`src/rtl/core/dlrn_pkg.sv`:
```
`default_nettype none

package dlrn_pkg;

  localparam int NAME_MAX    = 253;
  localparam int LABEL_MAX   = 63;
  localparam int STORE_DEPTH = 256;

  localparam int ADDR_W = $clog2(STORE_DEPTH);
  localparam int CNT_W  = $clog2(STORE_DEPTH + 1);

  localparam logic [7:0] CH_DOT    = 8'h2E;
  localparam logic [7:0] CH_DASH   = 8'h2D;
  localparam logic [7:0] CH_USCORE = 8'h5F;
  localparam logic [7:0] CH_UP_A   = 8'h41;
  localparam logic [7:0] CH_UP_Z   = 8'h5A;
  localparam logic [7:0] CH_LO_A   = 8'h61;
  localparam logic [7:0] CH_LO_Z   = 8'h7A;
  localparam logic [7:0] CH_0      = 8'h30;
  localparam logic [7:0] CH_9      = 8'h39;

  localparam logic REQ_APPEND = 1'b0;
  localparam logic REQ_FETCH  = 1'b1;

  localparam logic [1:0] ST_OK      = 2'd0;
  localparam logic [1:0] ST_INVALID = 2'd1;
  localparam logic [1:0] ST_EMPTY   = 2'd2;

  typedef struct packed {
    logic       req_type;
    logic [7:0] char_in;
    logic       last_in;
  } in_item_t;

  typedef struct packed {
    logic [1:0] status;
    logic [7:0] out_length;
    logic [7:0] out_char;
    logic       out_last;
  } out_item_t;

  typedef struct packed {
    logic              we;
    logic [ADDR_W-1:0] waddr;
    logic [7:0]        wdata;
    logic              re;
    logic [ADDR_W-1:0] raddr;
  } mem_req_t;

  // fold upper case to lower case
  function automatic logic [7:0] fold(input logic [7:0] c);
    if (c >= CH_UP_A && c <= CH_UP_Z) begin
      return c + (CH_LO_A - CH_UP_A);
    end
    return c;
  endfunction

  function automatic logic legal(input logic [7:0] c);
    return (c >= CH_LO_A && c <= CH_LO_Z) || (c >= CH_0 && c <= CH_9) ||
           c == CH_DASH || c == CH_USCORE;
  endfunction

endpackage

`default_nettype wire

```
`src/rtl/core/domain_label_reverse_normalizer_top.sv`:
```
`default_nettype none

// Domain name normalizer. Append items (req_type 0) write one name byte each.
// The append marked last_in validates the whole name by walking the store
// once, one byte per cycle, and returns one item with status and out_length.
// Fetch items (req_type 1) return the name with labels in reverse order: a
// byte fetch reads the store, then registers the byte for output; the fetch
// that returns a separating dot also walks backward over the preceding label
// and holds busy during that walk. A fetch with nothing pending returns
// status 2. Every result is held on out_item for exactly one cycle with
// out_valid high; the receiver cannot stall, so capture it then. start is
// taken only while busy is low. The name store holds 256 bytes with a
// registered read; bytes past it are dropped and mark the name invalid.
// No clearing pass follows reset.
module domain_label_reverse_normalizer_top
  import dlrn_pkg::*;
(
  input  wire logic     clk,
  input  wire logic     rst_n,
  input  wire logic     start,
  input  wire in_item_t in_item,
  output logic          busy,
  output logic          out_valid,
  output out_item_t     out_item
);

  mem_req_t   mem_req;
  logic [7:0] mem_rdata;

  // sequencer: append, validate walk, label walk and fetch
  dlrn_ctrl u_ctrl (
    .clk       (clk),
    .rst_n     (rst_n),
    .start     (start),
    .in_item   (in_item),
    .rdata     (mem_rdata),
    .mem_req   (mem_req),
    .busy      (busy),
    .out_valid (out_valid),
    .out_item  (out_item)
  );

  // name bytes, stored already folded to lower case
  dlrn_store u_store (
    .clk   (clk),
    .req   (mem_req),
    .rdata (mem_rdata)
  );

endmodule

`default_nettype wire

```
`src/rtl/core/dlrn_store.sv`:
```
`default_nettype none

module dlrn_store
  import dlrn_pkg::*;
(
  input  wire logic     clk,
  input  wire mem_req_t req,
  output logic [7:0]    rdata
);

  logic [7:0] mem [STORE_DEPTH];

  always_ff @(posedge clk) begin
    if (req.we) begin
      mem[req.waddr] <= req.wdata;
    end
    if (req.re) begin
      rdata <= mem[req.raddr];
    end
  end

endmodule

`default_nettype wire

```
`src/rtl/core/dlrn_ctrl.sv`:
```
`default_nettype none

module dlrn_ctrl
  import dlrn_pkg::*;
(
  input  wire logic       clk,
  input  wire logic       rst_n,
  input  wire logic       start,
  input  wire in_item_t   in_item,
  input  wire logic [7:0] rdata,
  output mem_req_t        mem_req,
  output logic            busy,
  output logic            out_valid,
  output out_item_t       out_item
);

  typedef enum logic [1:0] {S_IDLE, S_SCAN, S_FIND, S_FETCH} state_t;

  state_t            state_r, state_nxt;
  logic [CNT_W-1:0]  byte_count_r, byte_count_nxt;
  logic              overflow_r, overflow_nxt;
  logic              name_done_r, name_done_nxt;
  logic              result_ready_r, result_ready_nxt;
  logic [CNT_W-1:0]  label_end_r, label_end_nxt;
  logic [CNT_W-1:0]  label_start_r, label_start_nxt;
  logic [CNT_W-1:0]  emit_pos_r, emit_pos_nxt;
  logic [CNT_W-1:0]  emit_count_r, emit_count_nxt;
  logic [CNT_W-1:0]  scan_len_r, scan_len_nxt;
  logic [CNT_W-1:0]  lab_r, lab_nxt;
  logic [CNT_W-1:0]  start_pos_r, start_pos_nxt;
  logic [ADDR_W-1:0] walk_r, walk_nxt;
  logic              issue_more_r, issue_more_nxt;
  logic [ADDR_W-1:0] ridx_r, ridx_nxt;
  logic              rvld_r, rvld_nxt;
  logic              out_valid_r, out_valid_nxt;
  out_item_t         out_item_r, out_item_nxt;

  always_comb begin
    logic [CNT_W-1:0] base_cnt;
    logic             base_ovf;
    logic [CNT_W-1:0] new_cnt;
    logic             new_ovf;
    logic [CNT_W-1:0] n_len;
    logic [7:0]       c;
    logic [CNT_W-1:0] lab_new;
    logic [CNT_W-1:0] start_new;
    logic             bad;
    logic             fin;

    state_nxt        = state_r;
    byte_count_nxt   = byte_count_r;
    overflow_nxt     = overflow_r;
    name_done_nxt    = name_done_r;
    result_ready_nxt = result_ready_r;
    label_end_nxt    = label_end_r;
    label_start_nxt  = label_start_r;
    emit_pos_nxt     = emit_pos_r;
    emit_count_nxt   = emit_count_r;
    scan_len_nxt     = scan_len_r;
    lab_nxt          = lab_r;
    start_pos_nxt    = start_pos_r;
    walk_nxt         = walk_r;
    issue_more_nxt   = issue_more_r;
    ridx_nxt         = ridx_r;
    rvld_nxt         = 1'b0;
    out_valid_nxt    = 1'b0;
    out_item_nxt     = out_item_r;
    mem_req          = '0;
    base_cnt         = '0;
    base_ovf         = 1'b0;
    new_cnt          = '0;
    new_ovf          = 1'b0;
    n_len            = '0;
    c                = fold(in_item.char_in);
    lab_new          = lab_r;
    start_new        = start_pos_r;
    bad              = 1'b0;
    fin              = 1'b0;

    unique case (state_r)
      S_IDLE: begin
        if (start) begin
          if (in_item.req_type == REQ_APPEND) begin
            result_ready_nxt = 1'b0;
            base_cnt = name_done_r ? '0 : byte_count_r;
            base_ovf = name_done_r ? 1'b0 : overflow_r;
            if (base_cnt < CNT_W'(STORE_DEPTH)) begin
              mem_req.we    = 1'b1;
              mem_req.waddr = base_cnt[ADDR_W-1:0];
              mem_req.wdata = c;
              new_cnt       = base_cnt + CNT_W'(1);
              new_ovf       = base_ovf;
            end else begin
              new_cnt = base_cnt;
              new_ovf = 1'b1;
            end
            byte_count_nxt = new_cnt;
            overflow_nxt   = new_ovf;
            name_done_nxt  = in_item.last_in;
            if (in_item.last_in) begin
              n_len = (c == CH_DOT) ? new_cnt - CNT_W'(1) : new_cnt;
              if (new_ovf || n_len == '0 || 32'(n_len) > 32'(NAME_MAX)) begin
                out_valid_nxt  = 1'b1;
                out_item_nxt   = '{status: ST_INVALID, out_length: '0, out_char: '0,
                                   out_last: 1'b0};
                emit_count_nxt = '0;
              end else begin
                scan_len_nxt   = n_len;
                walk_nxt       = '0;
                issue_more_nxt = 1'b1;
                lab_nxt        = '0;
                start_pos_nxt  = '0;
                state_nxt      = S_SCAN;
              end
            end
          end else if (!result_ready_r || emit_count_r == '0) begin
            result_ready_nxt = 1'b0;
            out_valid_nxt    = 1'b1;
            out_item_nxt     = '{status: ST_EMPTY, out_length: '0, out_char: '0,
                                 out_last: 1'b0};
          end else begin
            emit_count_nxt = emit_count_r - CNT_W'(1);
            if (emit_pos_r < label_end_r) begin
              mem_req.re    = 1'b1;
              mem_req.raddr = emit_pos_r[ADDR_W-1:0];
              emit_pos_nxt  = emit_pos_r + CNT_W'(1);
              state_nxt     = S_FETCH;
            end else begin
              out_valid_nxt = 1'b1;
              out_item_nxt  = '{status: ST_OK, out_length: '0, out_char: CH_DOT,
                                out_last: (emit_count_r == CNT_W'(1))};
              if (emit_count_r == CNT_W'(1)) begin
                result_ready_nxt = 1'b0;
              end
              if (label_start_r != '0) begin
                // step to the label in front of this one
                label_end_nxt = label_start_r - CNT_W'(1);
                if (label_start_r == CNT_W'(1)) begin
                  label_start_nxt = '0;
                  emit_pos_nxt    = '0;
                end else begin
                  walk_nxt       = ADDR_W'(label_start_r - CNT_W'(2));
                  issue_more_nxt = 1'b1;
                  state_nxt      = S_FIND;
                end
              end else begin
                emit_pos_nxt = label_start_r;
              end
            end
          end
        end
      end

      S_FETCH: begin
        out_valid_nxt = 1'b1;
        out_item_nxt  = '{status: ST_OK, out_length: '0, out_char: rdata,
                          out_last: (emit_count_r == '0)};
        if (emit_count_r == '0) begin
          result_ready_nxt = 1'b0;
        end
        state_nxt = S_IDLE;
      end

      S_SCAN: begin
        // issue one read ahead, check the byte that came back
        if (issue_more_r) begin
          mem_req.re    = 1'b1;
          mem_req.raddr = walk_r;
          ridx_nxt      = walk_r;
          rvld_nxt      = 1'b1;
          walk_nxt      = walk_r + ADDR_W'(1);
          if (CNT_W'(walk_r) == scan_len_r - CNT_W'(1)) begin
            issue_more_nxt = 1'b0;
          end
        end
        if (rvld_r) begin
          if (rdata == CH_DOT) begin
            if (lab_r == '0 || lab_r > CNT_W'(LABEL_MAX)) begin
              bad = 1'b1;
            end
            lab_new   = '0;
            start_new = CNT_W'(ridx_r) + CNT_W'(1);
          end else begin
            if (!legal(rdata)) begin
              bad = 1'b1;
            end
            lab_new = lab_r + CNT_W'(1);
          end
          lab_nxt       = lab_new;
          start_pos_nxt = start_new;
          fin = (CNT_W'(ridx_r) == scan_len_r - CNT_W'(1));
          if (fin && (lab_new == '0 || lab_new > CNT_W'(LABEL_MAX))) begin
            bad = 1'b1;
          end
          if (bad) begin
            out_valid_nxt  = 1'b1;
            out_item_nxt   = '{status: ST_INVALID, out_length: '0, out_char: '0,
                               out_last: 1'b0};
            emit_count_nxt = '0;
            rvld_nxt       = 1'b0;
            state_nxt      = S_IDLE;
          end else if (fin) begin
            out_valid_nxt    = 1'b1;
            out_item_nxt     = '{status: ST_OK, out_length: scan_len_r[7:0], out_char: '0,
                                 out_last: 1'b0};
            label_end_nxt    = scan_len_r;
            label_start_nxt  = start_new;
            emit_pos_nxt     = start_new;
            emit_count_nxt   = scan_len_r;
            result_ready_nxt = 1'b1;
            rvld_nxt         = 1'b0;
            state_nxt        = S_IDLE;
          end
        end
      end

      S_FIND: begin
        // walk backward to the dot in front of the label, or to position zero
        if (issue_more_r) begin
          mem_req.re    = 1'b1;
          mem_req.raddr = walk_r;
          ridx_nxt      = walk_r;
          rvld_nxt      = 1'b1;
          if (walk_r == '0) begin
            issue_more_nxt = 1'b0;
          end else begin
            walk_nxt = walk_r - ADDR_W'(1);
          end
        end
        if (rvld_r && (rdata == CH_DOT || ridx_r == '0)) begin
          start_new       = (rdata == CH_DOT) ? CNT_W'(ridx_r) + CNT_W'(1) : '0;
          label_start_nxt = start_new;
          emit_pos_nxt    = start_new;
          rvld_nxt        = 1'b0;
          state_nxt       = S_IDLE;
        end
      end

      default: begin
        state_nxt = S_IDLE;
      end
    endcase
  end

  always_ff @(posedge clk) begin
    if (!rst_n) begin
      state_r        <= S_IDLE;
      byte_count_r   <= '0;
      overflow_r     <= 1'b0;
      name_done_r    <= 1'b0;
      result_ready_r <= 1'b0;
      label_end_r    <= '0;
      label_start_r  <= '0;
      emit_pos_r     <= '0;
      emit_count_r   <= '0;
      issue_more_r   <= 1'b0;
      rvld_r         <= 1'b0;
      out_valid_r    <= 1'b0;
    end else begin
      state_r        <= state_nxt;
      byte_count_r   <= byte_count_nxt;
      overflow_r     <= overflow_nxt;
      name_done_r    <= name_done_nxt;
      result_ready_r <= result_ready_nxt;
      label_end_r    <= label_end_nxt;
      label_start_r  <= label_start_nxt;
      emit_pos_r     <= emit_pos_nxt;
      emit_count_r   <= emit_count_nxt;
      issue_more_r   <= issue_more_nxt;
      rvld_r         <= rvld_nxt;
      out_valid_r    <= out_valid_nxt;
    end
    scan_len_r  <= scan_len_nxt;
    lab_r       <= lab_nxt;
    start_pos_r <= start_pos_nxt;
    walk_r      <= walk_nxt;
    ridx_r      <= ridx_nxt;
    out_item_r  <= out_item_nxt;
  end

  assign busy      = (state_r != S_IDLE);
  assign out_valid = out_valid_r;
  assign out_item  = out_item_r;

  // the final byte read is still in flight while in S_FETCH
  a_ready_has_bytes: assert property (@(posedge clk) disable iff (!rst_n)
    (result_ready_r && state_r != S_FETCH) |-> emit_count_r != '0)
    else $error("pending name with no bytes left");

  a_rvld_in_walk: assert property (@(posedge clk) disable iff (!rst_n)
    rvld_r |-> (state_r == S_SCAN || state_r == S_FIND))
    else $error("walk read outstanding outside a walk");

  // the label walk moves the label end before the fetch position follows
  a_pos_in_label: assert property (@(posedge clk) disable iff (!rst_n)
    (result_ready_r && state_r != S_FIND) |-> emit_pos_r <= label_end_r)
    else $error("fetch position beyond label end");

  a_last_clears: assert property (@(posedge clk) disable iff (!rst_n)
    (out_valid_r && out_item_r.status == ST_OK && out_item_r.out_last) |-> !result_ready_r)
    else $error("name still pending after last byte");

endmodule

`default_nettype wire
```
`config.mk`:
```
export PLATFORM = sky130hd
export DESIGN_NAME = domain_label_reverse_normalizer_top
export DESIGN_NICKNAME = d
export VERILOG_FILES = /design/src/rtl/core/dlrn_pkg.sv /design/src/rtl/core/domain_label_reverse_normalizer_top.sv /design/src/rtl/core/dlrn_store.sv /design/src/rtl/core/dlrn_ctrl.sv
export SDC_FILE = /design/constraint.sdc
export NUM_CORES = 2
export LEC_CHECK = 0
export ABC_AREA = 1
export BUFFER_PORTS_ARGS = -buffer_cell sky130_fd_sc_hd__buf_2
export CAP_MARGIN = 10
export CELL_PAD_IN_SITES_DETAIL_PLACEMENT = 1
export CELL_PAD_IN_SITES_GLOBAL_PLACEMENT = 2
export CORE_UTILIZATION = 47
export CTS_CLUSTER_DIAMETER = 120
export DETAILED_ROUTE_END_ITERATION = 10
export HOLD_SLACK_MARGIN = 0.03
export PLACE_DENSITY = 0.9
export SYNTH_ARGS = -nofsm -noshare
export SYNTH_HDL_FRONTEND = slang
export SYNTH_HIERARCHICAL = 1
export SYNTH_SLANG_ARGS = --single-unit
export TNS_END_PERCENT = 20
```
`constraint.sdc`:
```
create_clock -name clk -period 16.3 [get_ports clk]
set_clock_uncertainty 0.1 [all_clocks]
set_input_delay 0 -clock clk [delete_from_list [all_inputs] [get_ports clk]]
set_output_delay 0 -clock clk [all_outputs]
set_load 0.02 [all_outputs]
```
==> metrics.txt <==
status finished clean; ys async rst share 0; combinational share of power 0.127; RR Startpoint u_ctrl/state_r[1]$_SDFFE_PN0P_; fraction of layout cells with a size suffix above 1 0.0642; Routed Antenna Nets 0; largest family of logic cells by synthesized area simple AND/OR/NAND/NOR gates; fill count 20200; Worst Hold Slack 217 ps; Starting Density 0.475; cts repair resizes 0; DR vias/cell 6.02; Tmin final 8230 ps; max cap viols 0; Die Ht 443 um; power share of the clock group 0.382; Die W 443 um; Int Power 0.00952 W; synth top area cells edfxtp_1 (69%), nand3_1 (11%), nand2_1 (9.7%); xor and xnor area share after synthesis 0.00391; cell taking the most area after synthesis edfxtp_1; Avg WL per Cell between 20 and 30 um; Mapped Cells 8141; final setup TNS 0 ps; Syn-to-layout area delta 9.85%; clk buf depth 3; pwr dens roughly 130 nW/um2; initial antenna violation count 15; Synth Area in Simple Gates 0.237; CTS Buf Count 223; hold depth 5; H-Tree Depth 4; commonest cells after routing, fill and taps aside nand2_1 (2373), edfxtp_1 (2118), nand3_1 (2080), nor2_1 (448), clkbuf_16 (225); detailed-route DRC error count 0; netlist area before placement 91600 um2; Rows 161; First-pass DRT Iterations 5; RSZ-0062 raised after global routing no; top cell type's share of synthesized area 0.694; number of synthesized register bits 2171; CTS Root Cell clkbuf_16; DR vias 64500; Detail Placement HPWL 167000 um; sequential-to-total area share from yosys stat 0.706; CP Capture Type flip-flop; Post-Route WL 290000 um; min-delay worst type input pin to flip-flop; I/O pins 34; DR iter-0 viols 6442; Hold EP u_ctrl/byte_count_r[4]$_SDFFE_PN0P_; Crit Path Max Fanout about 220; hold wc startpoint in_item[9]; Ys Warns 6; GRT Util Overall 0.292; Post-synth top flop edfxtp_1; adder-cell share of the synthesized area 0.00514; worst relative slew slack 0.141; clk_lat worst skew ~860 ps; syn nets 8191; Synth Area in Compound Gates 0.0112; Worst-path clk slew about 60 ps; IO Port Bufs 33; Final period util 0.505; number of global-route vias before repair 66600; Cell variety after synth 60; final hold violation count 0; Post-synth EDFFs 2118; Switching Fraction 0.269; Worst-Margin Slew 1290 ps; Setup crit start kind flip-flop; CTS Sinks about 2200; Leakage 35.7 nW; final setup margin 8070 ps; Finish-stage setup viols 0; mux contribution to synthesized area 0.000109; core area 193000 um2; first-pass GRT wire length 432000 um; Crit path required time 16930 ps; syn_area_per_cell between 10 and 15 um2; most common cell after layout, fill and taps aside nand2_1; Critical Setup Path Class flip-flop to flip-flop; maximum vdd drop 0.118 mV; nets 8060; share of power burned in registers 0.491; GRT overflow 0; fin. max-slew vios 0; Finished Cell Area 101000 um2; fmax approximately 120 MHz; WP data arrival 8860 ps; DP Worst Slack 8320 ps; total power 0.0130 W; worst r2r dst u_store/rdata[4]$_DFFE_PP_; Psw approximately 0.0035 W; r2r worst-path depth 22; largest net degree at the start of global routing 220; CTS tree yes; Die ar. just under 200000 um2; placed cell area 93300 um2; RePlAce Congestion 0.876; flop2flop setup slack 8070 ps
cells in the mapped netlist, drive strengths merged (8+ instances only):
cell type	instances
buf	384
clkbuf	125
inv	203
ha	36
nand3	2087
nor4	8
nand2	2387
nand4	18
edfxtp	2118
nor2	468
nor3	25
a21oi	87
xor2	29
dfxtp	53
o21ai	55
xnor2	11
layer usage:
layer,GRT usage,share of wire,vias to the layer above
li1,-,-,28300
met1,0.383,0.40,33000
met3,0.0541,0.078,614
met4,0.114,0.039,16
met2,0.481,0.48,2583
met5,0,0.00038,-
worst max-delay path, cell delays in order, from the launching register on:
cell and delay, ps:
dfxtp_1 440, inv_1 130, ha_1 290, buf_4 200
nand2_1 150, clkinv_1 480, nand2_1 310, a21oi_4 70
buf_4 390, inv_16 600, buf_4 930, buf_12 620
buf_4 830, nand2_1 120, nand3_1 180, nand3_1 100
nand3_1 140, nand3_1 230, nand3_1 420, nand3_1 250
nand2_1 140, nand2_1 70, nand2_1 90
area by class of cell:
| class | count | area [um2] | share of cell area |
|---|---|---|---|
| Sequential cell | 2171 | 64700 | 0.643 |
| Multi-Input combinational cell | 5256 | 23700 | 0.236 |
| Clock buffer | 274 | 5840 | 0.0581 |
| Tap cell | 2526 | 3160 | 0.0314 |
| Timing Repair Buffer | 153 | 1260 | 0.0126 |
| Clock inverter | 129 | 1140 | 0.0114 |
| Inverter | 205 | 811 | 0.00806 |
| Antenna cell | 4 | 10.0 | 0.0000995 |
registers in the layout (all words and copies together), names as in the netlist:
name                   count
u_ctrl/label_start_r       9
u_ctrl/walk_r              8
u_ctrl/label_end_r         9
u_ctrl/out_item           19
u_ctrl/emit_pos_r          9
u_store/mem             2048
u_ctrl/emit_count_r        9
u_ctrl/name_done_r         1
u_ctrl/issue_more_r        1
u_ctrl/overflow_r          1
u_ctrl/scan_len_r          9
u_ctrl/lab_r               9
u_store/rdata              8
u_ctrl/ridx_r              8
u_ctrl/state_r             2
u_ctrl/result_ready_r      1
u_ctrl/out_valid           1
u_ctrl/start_pos_r         9
u_ctrl/rvld_r              1
u_ctrl/byte_count_r        9
how the worst max path moves through the flow:
stage,from,to,slack (ps),depth (start not counted)
2_1_floorplan,u_ctrl/state_r[0]$_SDFFE_PN0P_,u_store/mem[0][5]$_DFFE_PP_,6270,8
3_3_place_gp,u_ctrl/label_end_r[4]$_SDFFE_PN0P_,u_store/rdata[4]$_DFFE_PP_,8450,26
3_5_place_dp,u_ctrl/state_r[1]$_SDFFE_PN0P_,u_store/rdata[4]$_DFFE_PP_,8320,22
4_1_cts,u_ctrl/state_r[1]$_SDFFE_PN0P_,u_store/rdata[4]$_DFFE_PP_,8270,22
5_1_grt,u_ctrl/emit_count_r[0]$_SDFFE_PN0P_,u_store/rdata[4]$_DFFE_PP_,7610,28
6_report,u_ctrl/state_r[1]$_SDFFE_PN0P_,u_store/rdata[4]$_DFFE_PP_,8070,22
timing repair:
action | in CTS | in global routing
buffers inserted | 0 | 0
hold buffers | 28 | 0
hold endpoints to repair | 754 | 0
power groups by stage:
stage	registers (W)	clock network, W	logic, W
floorplan	0.00655	0	0.000992
global placement	0.00650	0	0.00156
detailed placement	0.00650	0	0.00161
CTS	0.00638	0.00504	0.00163
global route	0.00639	0.00522	0.00178
finish	0.00639	0.00498	0.00165
through the flow:
stage               cells   util
floorplan            8141      -
global placement    10300  0.484
detailed placement  10300  0.484
CTS                 10700  0.521
global route        10700  0.521
finish              10700  0.521
cells by family (layout without fill, tap and decap cells):
logic type,after synthesis,in the layout
AO/OA/AOI/OAI,179,179
adder cells (fa/ha/maj),37,37
AND/OR/NAND/NOR,4999,4999
multiplexers,1,1
flip-flops,2171,2171
XOR/XNOR,40,40
other,0,4
buffers and inverters,714,761
Note: power is estimated with default switching activity, not from simulation.
